===== src/sv/bitmap_to_pixel_expander_assert.svh =====
// Assertion macros used by the expander's back-end RTL file, bpe_expander.sv.
`ifndef BITMAP_TO_PIXEL_EXPANDER_ASSERT_SVH
`define BITMAP_TO_PIXEL_EXPANDER_ASSERT_SVH

// The consequent must hold in the same cycle as the antecedent.
`define BPE_ASSERT_SAME(label, clk, rst_n, ante, cons) \
  label: assert property (@(posedge clk) disable iff (!rst_n) (ante) |-> (cons)) \
    else $error("assertion failed");

// The consequent must hold in the cycle after the antecedent.
`define BPE_ASSERT_NEXT(label, clk, rst_n, ante, cons) \
  label: assert property (@(posedge clk) disable iff (!rst_n) (ante) |=> (cons)) \
    else $error("assertion failed");

`endif


===== src/sv/bpe_pkg.sv =====
`timescale 1ns / 1ps
package bpe_pkg;

  localparam int COORD_BITS_DEF = 16;
  localparam int MAX_SIDE_DEF   = 255;
  localparam int BYTE_W         = 8;
  localparam int SIDE_W         = 8;
  localparam int BIT_IDX_W      = 3;
  localparam int CFG_IDX_W      = 3;
  localparam int QUEUE_DEPTH    = 2;

  localparam logic [SIDE_W-1:0] WIDTH_RESET  = 8'd8;
  localparam logic [SIDE_W-1:0] HEIGHT_RESET = 8'd8;

  typedef enum logic [CFG_IDX_W-1:0] {
    REG_ORIGIN_X     = 3'd0,
    REG_ORIGIN_Y     = 3'd1,
    REG_IMAGE_WIDTH  = 3'd2,
    REG_IMAGE_HEIGHT = 3'd3,
    REG_HSCAN        = 3'd4,
    REG_LSB_FIRST    = 3'd5
  } bpe_reg_e;

  // Scan setup shared between the register file and the back end.
  typedef struct packed {
    logic [SIDE_W-1:0] image_width;
    logic [SIDE_W-1:0] image_height;
    logic              horizontal_scan;
    logic              lsb_first;
  } bpe_scan_cfg_t;

endpackage


===== src/sv/bpe_byte_queue.sv =====
`timescale 1ns / 1ps
module bpe_byte_queue
  import bpe_pkg::*;
(
  input  logic              clk_i,
  input  logic              rst_ni,
  input  logic              push_i,
  input  logic [BYTE_W-1:0] wdata_i,
  output logic              full_o,
  input  logic              pop_i,
  output logic              valid_o,
  output logic [BYTE_W-1:0] rdata_o
);

  localparam int PTR_W = $clog2(QUEUE_DEPTH);
  localparam int CNT_W = $clog2(QUEUE_DEPTH + 1);

  logic [BYTE_W-1:0] mem_q [QUEUE_DEPTH];
  logic [PTR_W-1:0]  wr_ptr_q, wr_ptr_d;
  logic [PTR_W-1:0]  rd_ptr_q, rd_ptr_d;
  logic [CNT_W-1:0]  count_q, count_d;
  logic              do_push, do_pop;

  assign full_o  = (count_q == CNT_W'(QUEUE_DEPTH));
  assign valid_o = (count_q != '0);
  assign rdata_o = mem_q[rd_ptr_q];
  assign do_push = push_i && !full_o;
  assign do_pop  = pop_i && valid_o;

  function automatic logic [PTR_W-1:0] ptr_inc(input logic [PTR_W-1:0] p);
    if (p == PTR_W'(QUEUE_DEPTH - 1)) begin
      return '0;
    end
    return p + 1'b1;
  endfunction

  always_comb begin
    wr_ptr_d = do_push ? ptr_inc(wr_ptr_q) : wr_ptr_q;
    rd_ptr_d = do_pop ? ptr_inc(rd_ptr_q) : rd_ptr_q;
    count_d  = count_q;
    if (do_push && !do_pop) begin
      count_d = count_q + 1'b1;
    end else if (do_pop && !do_push) begin
      count_d = count_q - 1'b1;
    end
  end

  always_ff @(posedge clk_i or negedge rst_ni) begin
    if (!rst_ni) begin
      wr_ptr_q <= '0;
      rd_ptr_q <= '0;
      count_q  <= '0;
    end else begin
      wr_ptr_q <= wr_ptr_d;
      rd_ptr_q <= rd_ptr_d;
      count_q  <= count_d;
    end
  end

  always_ff @(posedge clk_i) begin
    if (do_push) begin
      mem_q[wr_ptr_q] <= wdata_i;
    end
  end

endmodule


===== src/sv/bpe_expander.sv =====
`timescale 1ns / 1ps
`include "bitmap_to_pixel_expander_assert.svh"
module bpe_expander
  import bpe_pkg::*;
#(
  parameter int COORD_BITS = COORD_BITS_DEF,
  parameter int MAX_SIDE   = MAX_SIDE_DEF
) (
  input  logic                  clk_i,
  input  logic                  rst_ni,
  input  bpe_scan_cfg_t         cfg_i,
  input  logic [COORD_BITS-1:0] origin_x_i,
  input  logic [COORD_BITS-1:0] origin_y_i,
  input  logic                  byte_valid_i,
  input  logic [BYTE_W-1:0]     byte_i,
  output logic                  byte_pop_o,
  output logic                  out_valid_o,
  input  logic                  out_pop_i,
  output logic [COORD_BITS-1:0] pixel_x_o,
  output logic [COORD_BITS-1:0] pixel_y_o,
  output logic                  pixel_on_o,
  output logic                  last_of_byte_o,
  output logic                  image_done_o
);

  localparam int CNT_W = $clog2(MAX_SIDE + 1);
  localparam logic [SIDE_W-1:0] MAX_SIDE_V = SIDE_W'(MAX_SIDE);

  logic [CNT_W-1:0]     minor_q, minor_d, major_q, major_d;
  logic [BIT_IDX_W-1:0] bit_q, bit_d;
  logic                 out_valid_q, out_valid_d;
  logic [COORD_BITS-1:0] px_q, px_d, py_q, py_d;
  logic                 on_q, on_d, last_q, last_d, done_q, done_d;

  logic [CNT_W-1:0] w_lim, h_lim, minor_lim, major_lim, col, row;
  logic             advance, minor_wrap, major_wrap, done, last;

  function automatic logic [CNT_W-1:0] side_limit(input logic [SIDE_W-1:0] v);
    if (v == '0) begin
      return CNT_W'(1);
    end
    if (v > MAX_SIDE_V) begin
      return CNT_W'(MAX_SIDE_V);
    end
    return CNT_W'(v);
  endfunction

  // A pixel moves into the output register when it is empty or being drained.
  assign advance    = byte_valid_i && (!out_valid_q || out_pop_i);
  assign byte_pop_o = advance && last;

  always_comb begin
    w_lim      = side_limit(cfg_i.image_width);
    h_lim      = side_limit(cfg_i.image_height);
    minor_lim  = cfg_i.horizontal_scan ? w_lim : h_lim;
    major_lim  = cfg_i.horizontal_scan ? h_lim : w_lim;
    col        = cfg_i.horizontal_scan ? minor_q : major_q;
    row        = cfg_i.horizontal_scan ? major_q : minor_q;
    minor_wrap = ({1'b0, minor_q} + 1'b1) >= {1'b0, minor_lim};
    major_wrap = ({1'b0, major_q} + 1'b1) >= {1'b0, major_lim};
    done       = minor_wrap && major_wrap;
    last       = done || (bit_q == '1);

    minor_d     = minor_q;
    major_d     = major_q;
    bit_d       = bit_q;
    out_valid_d = out_valid_q && !out_pop_i;
    px_d        = px_q;
    py_d        = py_q;
    on_d        = on_q;
    last_d      = last_q;
    done_d      = done_q;

    if (advance) begin
      if (minor_wrap) begin
        minor_d = '0;
        major_d = major_wrap ? '0 : major_q + 1'b1;
      end else begin
        minor_d = minor_q + 1'b1;
      end
      bit_d       = last ? '0 : bit_q + 1'b1;
      out_valid_d = 1'b1;
      px_d        = origin_x_i + COORD_BITS'(col);
      py_d        = origin_y_i + COORD_BITS'(row);
      on_d        = cfg_i.lsb_first ? byte_i[bit_q] : byte_i[BYTE_W-1-int'(bit_q)];
      last_d      = last;
      done_d      = done;
    end
  end

  always_ff @(posedge clk_i or negedge rst_ni) begin
    if (!rst_ni) begin
      minor_q     <= '0;
      major_q     <= '0;
      bit_q       <= '0;
      out_valid_q <= 1'b0;
    end else begin
      minor_q     <= minor_d;
      major_q     <= major_d;
      bit_q       <= bit_d;
      out_valid_q <= out_valid_d;
    end
  end

  always_ff @(posedge clk_i) begin
    px_q   <= px_d;
    py_q   <= py_d;
    on_q   <= on_d;
    last_q <= last_d;
    done_q <= done_d;
  end

  assign out_valid_o    = out_valid_q;
  assign pixel_x_o      = px_q;
  assign pixel_y_o      = py_q;
  assign pixel_on_o     = on_q;
  assign last_of_byte_o = last_q;
  assign image_done_o   = done_q;

  `BPE_ASSERT_SAME(a_done_ends_byte, clk_i, rst_ni, out_valid_q && done_q, last_q)
  `BPE_ASSERT_NEXT(a_done_clears_scan, clk_i, rst_ni, advance && done,
                   minor_q == '0 && major_q == '0)
  `BPE_ASSERT_NEXT(a_last_restarts_bit, clk_i, rst_ni, advance && last, bit_q == '0)

endmodule


===== src/sv/bitmap_to_pixel_expander.sv =====
// A pushed byte waits in the byte queue; its pixels then pass the result register to the ports.
// One pixel per cycle unless the queue empties or pop stalls; an image end cuts a byte short.
// The rate is set by the single pixel stage in the back end, one bit per cycle.
// Reset (rst_ni low, asynchronous): queue and result register empty, scan counters zero,
// registers at origin 0/0, 8x8 image, column-major scan, bit 0 first.
`timescale 1ns / 1ps
module bitmap_to_pixel_expander
  import bpe_pkg::*;
#(
  parameter int COORD_BITS = COORD_BITS_DEF,
  parameter int MAX_SIDE   = MAX_SIDE_DEF
) (
  input  logic                  clk_i,
  input  logic                  rst_ni,
  // Image byte input, queue style.
  input  logic                  push,
  output logic                  full,
  input  logic [BYTE_W-1:0]     image_byte_i,
  // Pixel result output, queue style.
  output logic                  empty,
  input  logic                  pop,
  output logic [COORD_BITS-1:0] pixel_x_o,
  output logic [COORD_BITS-1:0] pixel_y_o,
  output logic                  pixel_on_o,
  output logic                  last_of_byte_o,
  output logic                  image_done_o,
  // Register write channel.
  input  logic                  cfg_valid_i,
  output logic                  cfg_ready_o,
  input  logic [CFG_IDX_W-1:0]  cfg_index_i,
  input  logic [COORD_BITS-1:0] cfg_data_i
);

  // Register file. Writes are registered directly, so the channel is always ready.
  // Indexes beyond the list are accepted and dropped.
  logic [COORD_BITS-1:0] origin_x_q, origin_y_q;
  bpe_scan_cfg_t         scan_cfg_q;
  logic                  cfg_we;

  assign cfg_ready_o = 1'b1;
  assign cfg_we      = cfg_valid_i && cfg_ready_o;

  always_ff @(posedge clk_i or negedge rst_ni) begin
    if (!rst_ni) begin
      origin_x_q                 <= '0;
      origin_y_q                 <= '0;
      scan_cfg_q.image_width     <= WIDTH_RESET;
      scan_cfg_q.image_height    <= HEIGHT_RESET;
      scan_cfg_q.horizontal_scan <= 1'b0;
      scan_cfg_q.lsb_first       <= 1'b1;
    end else if (cfg_we) begin
      case (bpe_reg_e'(cfg_index_i))
        REG_ORIGIN_X: begin
          origin_x_q <= cfg_data_i;
        end
        REG_ORIGIN_Y: begin
          origin_y_q <= cfg_data_i;
        end
        REG_IMAGE_WIDTH: begin
          scan_cfg_q.image_width <= cfg_data_i[SIDE_W-1:0];
        end
        REG_IMAGE_HEIGHT: begin
          scan_cfg_q.image_height <= cfg_data_i[SIDE_W-1:0];
        end
        REG_HSCAN: begin
          scan_cfg_q.horizontal_scan <= cfg_data_i[0];
        end
        REG_LSB_FIRST: begin
          scan_cfg_q.lsb_first <= cfg_data_i[0];
        end
        default: begin
        end
      endcase
    end
  end

  // Front end: a short byte queue. It keeps taking words while the back end
  // is still expanding an earlier byte, so the two sides stall independently.
  logic              q_valid, q_pop;
  logic [BYTE_W-1:0] q_byte;

  bpe_byte_queue u_queue (
    .clk_i   (clk_i),
    .rst_ni  (rst_ni),
    .push_i  (push),
    .wdata_i (image_byte_i),
    .full_o  (full),
    .pop_i   (q_pop),
    .valid_o (q_valid),
    .rdata_o (q_byte)
  );

  // Back end: walks the bits of the byte at the head of the queue, one pixel per
  // cycle unless the consumer stalls, and releases the byte with its last pixel.
  // Its result register holds a pixel while the consumer stalls.
  logic out_valid;

  bpe_expander #(
    .COORD_BITS (COORD_BITS),
    .MAX_SIDE   (MAX_SIDE)
  ) u_expander (
    .clk_i          (clk_i),
    .rst_ni         (rst_ni),
    .cfg_i          (scan_cfg_q),
    .origin_x_i     (origin_x_q),
    .origin_y_i     (origin_y_q),
    .byte_valid_i   (q_valid),
    .byte_i         (q_byte),
    .byte_pop_o     (q_pop),
    .out_valid_o    (out_valid),
    .out_pop_i      (pop),
    .pixel_x_o      (pixel_x_o),
    .pixel_y_o      (pixel_y_o),
    .pixel_on_o     (pixel_on_o),
    .last_of_byte_o (last_of_byte_o),
    .image_done_o   (image_done_o)
  );

  assign empty = !out_valid;

endmodule


===== config.mk =====
export PLATFORM = sky130hd
export DESIGN_NAME = bitmap_to_pixel_expander
export DESIGN_NICKNAME = d
export VERILOG_FILES = /design/src/sv/bpe_pkg.sv /design/src/sv/bpe_byte_queue.sv /design/src/sv/bpe_expander.sv /design/src/sv/bitmap_to_pixel_expander.sv
export VERILOG_INCLUDE_DIRS = /design/src /design/src/sv
export SDC_FILE = /design/constraint.sdc
export NUM_CORES = 1
export LEC_CHECK = 0
export BUFFER_PORTS_ARGS = -buffer_cell sky130_fd_sc_hd__buf_2
export CAP_MARGIN = 20
export CORE_UTILIZATION = 60
export DETAILED_ROUTE_END_ITERATION = 6
export PLACE_DENSITY = 0.88
export SLEW_MARGIN = 20
export SYNTH_ARGS = -nofsm -noshare
export SYNTH_HDL_FRONTEND = slang
export SYNTH_HIERARCHICAL = 1
export SYNTH_SLANG_ARGS = --single-unit

===== constraint.sdc =====
create_clock -name clk_i -period 8.2 [get_ports clk_i]
set_input_delay 0.41 -clock clk_i [delete_from_list [all_inputs] [get_ports clk_i]]
set_output_delay 0.41 -clock clk_i [all_outputs]
set_load 0.02 [all_outputs]

==> flow_summary_export.csv <==
group,metric,value,unit
run_status,status,"completed",
die,core_area,10900,µm²
hold_path,hold_class,"in2reg",
setup_path,crit_type,"reg2reg",
power_and_ir_drop,p_leak,3.45,nW
power_and_ir_drop,ir_drop,0.229,mV
hold_path,min_from,"image_byte_i[0]",
grt,grt_pass1_vias,4601,
routing,via_count,4463,
synth,synthFlopType,"dfrtp_1",
routing,wirelength,14.2,mm
setup_path,end_kind,"flip-flop",
place,port_buffers,68,
timing,grt_setup_unrepaired,"no",
setup_path,crit-reg2reg-launch,"u_expander/minor_q[0]",
layout,nNetsFinal,669,
layout,diodes,0,
synth,ys_ff_latch,125,
place,post-dp-hpwl,9.97,mm
clocking,cts_max_path_buffers,2,
routing,vias_per_cell,5.94,
clocking,cts_buffers,17,
clocking,htreeDepth,4,
grt,grt_pass1_wl,22.7,mm
synth,synth.distinct_cells,61,
power_and_ir_drop,total_power,2.71,mW
timing,tightest_slew,1.06,ns
routing,drcViolationCount,0,
power_and_ir_drop,p_per_area,349,nW/µm²
synth,yosysMostFrequentCell,"dfrtp_1",
timing,drv_slew,0,
synth,yosysTopAreaCell,"dfrtp_1",
timing,fin_crit_sh,0.467,
setup_path,worstPathMaxFanout,12,
setup_path,critPathRequiredTime,8.62,ns
timing,setup_viol_count_final,0,
timing,hold_viol_final,0,
timing,finClkSkew,0.00795,ns
synth,synth_area,6740,µm²
clocking,root_buffer,"clkbuf_8",
synth,ys_warn_count,6,
synth,syn_avg_cell_area,12.8,µm²
routing,ant_nets,0,
synth,syn_inst,526,
layout,drive_gt1_frac,0.319,
clocking,tritoncts,"yes",
die,ios,70,
die,die_x,108,µm
clocking,clock_sinks,125,
synth,synth_fp_nets,597,
routing,route.detailed.wl_per_inst,18.9,µm
clocking,cts.hold.buffers_added,0,
timing,timing.hold.ws,0.0565,ns
synth,synthMuxAreaShare,0.167,
synth,synth_top_family_by_area,"multiplexers",
synth,synth_top_cells_by_count,"dfrtp_1 (71), mux2_2 (66), edfxtp_1 (51)",
routing,dr.pass1.iters,5,
synth,synth_compound_area_frac,0.0757,
grt,grt_max_degree,75,
grt,grt-ovfl-total,0,
synth,async_flop_share,0.592,
die,row_count,38,
flow_run,cap_violations,0,
die,initial_core_util,0.619,
timing,fmax,261,MHz
die,die_h,108,µm
die,dieArea,11700,µm²
synth,yosys.area_share.simple,0.0933,
synth,synth_edf_count,51,
clocking,clk_pin_slew,0.06,ns
grt,globalRouteTotalUtil,0.264,
clocking,cts_resized,0,
setup_path,startpoint_type,"flip-flop",
place,gp_congestion,0.922,
synth,synth-xor-area-share,0.0584,
clocking,clk_latency,0.54,ns
synth,synthAdderAreaFrac,0.0746,
synth,ys_seq_area_frac,0.502,
synth,synth.area.top_cells,"dfrtp_1 (26%), edfxtp_1 (23%), mux2_2 (11%), ha_1 (6.9%), xnor2_1 (4.4%)",
routing,drt_iter0_drc,265,
setup_path,startpoint,"u_expander/minor_q[0]",
layout,syn2layout_area_growth,15.3,%
grt,antenna_found_initial,0,
timing,min_period,3.83,ns
synth,synth_top_area_frac,0.263,
timing,slew-limit-headroom,0.292,
clocking,post_cts_buffers,0,
timing,final.setup.tns,0,ns
setup_path,cp.arrival,4.25,ns
==> logic make-up (layout without fill, tap and decap cells) <==
logic type	count (synthesis)	after routing
DFF	125	125
other	1	1
adders and majority gates	39	39
xor gates and xnor gates	45	45
muxes	97	97
buffers and inverters	39	124
AOI/OAI and AO/OA	69	69
and+or+nand+nor	111	111
==> power by group <==
group          switching, mW  internal (mW)  leakage, nW
logic                  0.527          0.395         1.76
registers              0.145          0.890         1.39
clock network          0.287          0.470        0.292
total                  0.959           1.76         3.45
==> final cells by class <==
| class | instances | area, µm² |
|---|---|---|
| inverter | 20 | 75.1 |
| timing repair buffer | 72 | 374 |
| clock inverter | 14 | 181 |
| fill | 717 | 3110 |
| sequential | 125 | 3390 |
| multi-input combinational | 362 | 3170 |
| tap | 140 | 175 |
| clock buffer | 18 | 418 |
==> per-layer routing <==
layer | vias to the layer above | share of wire | GRT usage
met2 | 145 | 0.50 | 0.438
li1 | 2065 | - | -
met1 | 2225 | 0.42 | 0.327
met4 | 0 | 0.024 | 0.124
met5 | - | 0 | 0
met3 | 28 | 0.054 | 0.0603
==> final timing paths <==
path                       slack [ns]  cells after the start                      to
max in group asynchronous        7.46                      2           origin_y_q[7]
max                              4.37                     14      u_queue/count_q[1]
max reg2reg                      4.37                     14      u_queue/count_q[1]
min reg2reg                      0.50                      1      u_queue/count_q[1]
min in group asynchronous        0.12                      2  u_expander/out_valid_o
min                              0.06                      1     u_queue/mem_q[1][0]
==> sequential cells by signal (all words and copies together), names as in the netlist <==
name / cells
u_expander/bit_q: 3
scan_cfg_q: 18
u_expander/last_of_byte_o: 1
u_queue/wr_ptr_q: 1
u_expander/pixel_on_o: 1
u_expander/out_valid_o: 1
u_queue/rd_ptr_q: 1
u_expander/minor_q: 8
origin_y_q: 16
origin_x_q: 16
u_queue/count_q: 2
u_expander/pixel_x_o: 16
u_expander/major_q: 8
u_expander/image_done_o: 1
u_expander/pixel_y_o: 16
u_queue/mem_q: 16
==> worst max-delay path: stages, from the launching register on <==
cell and delay (ns):
dfrtp_1 0.46, ha_1 0.29, and3_1 0.23, nand3_1 0.11, xnor2_1 0.17, ha_1 0.31
nand4_1 0.12, o221ai_1 0.86, a21o_1 0.31, and2_1 0.19, nand2_4 0.06, ha_1 0.18
xor2_1 0.21, nor2_1 0.09, xor2_1 0.14
==> stage by stage <==
step / setup slack, ns / instances / util / cell area (µm²)
after floorplan: 5.04 / 526 / - / 6740
after global placement: 4.65 / 718 / 0.658 / 7170
after detailed placement: 4.46 / 718 / 0.658 / 7170
after CTS: 4.44 / 750 / 0.713 / 7770
after global routing: 4.08 / 751 / 0.714 / 7780
final: 4.37 / 751 / 0.714 / 7780
==> cell usage in the layout, fill, tap and decap left out, types with 5 or more instances in the layout <==
master,instances
a21o_1,6
xnor2_1,34
inv_1,18
a22o_1,6
mux2_1,8
ha_1,37
nor2b_1,6
nand2_1,24
o21ai_1,11
mux2i_1,18
clkbuf_16,16
xor2_1,11
nor3_1,7
nand3_1,15
mux4_2,5
o21ai_0,11
nand2b_1,7
buf_2,68
nor2_1,19
and3_1,8
dfrtp_1,71
mux2_2,66
edfxtp_1,51
a21oi_1,16
inv_6,8
Note: power is estimated with default switching activity, not from simulation.
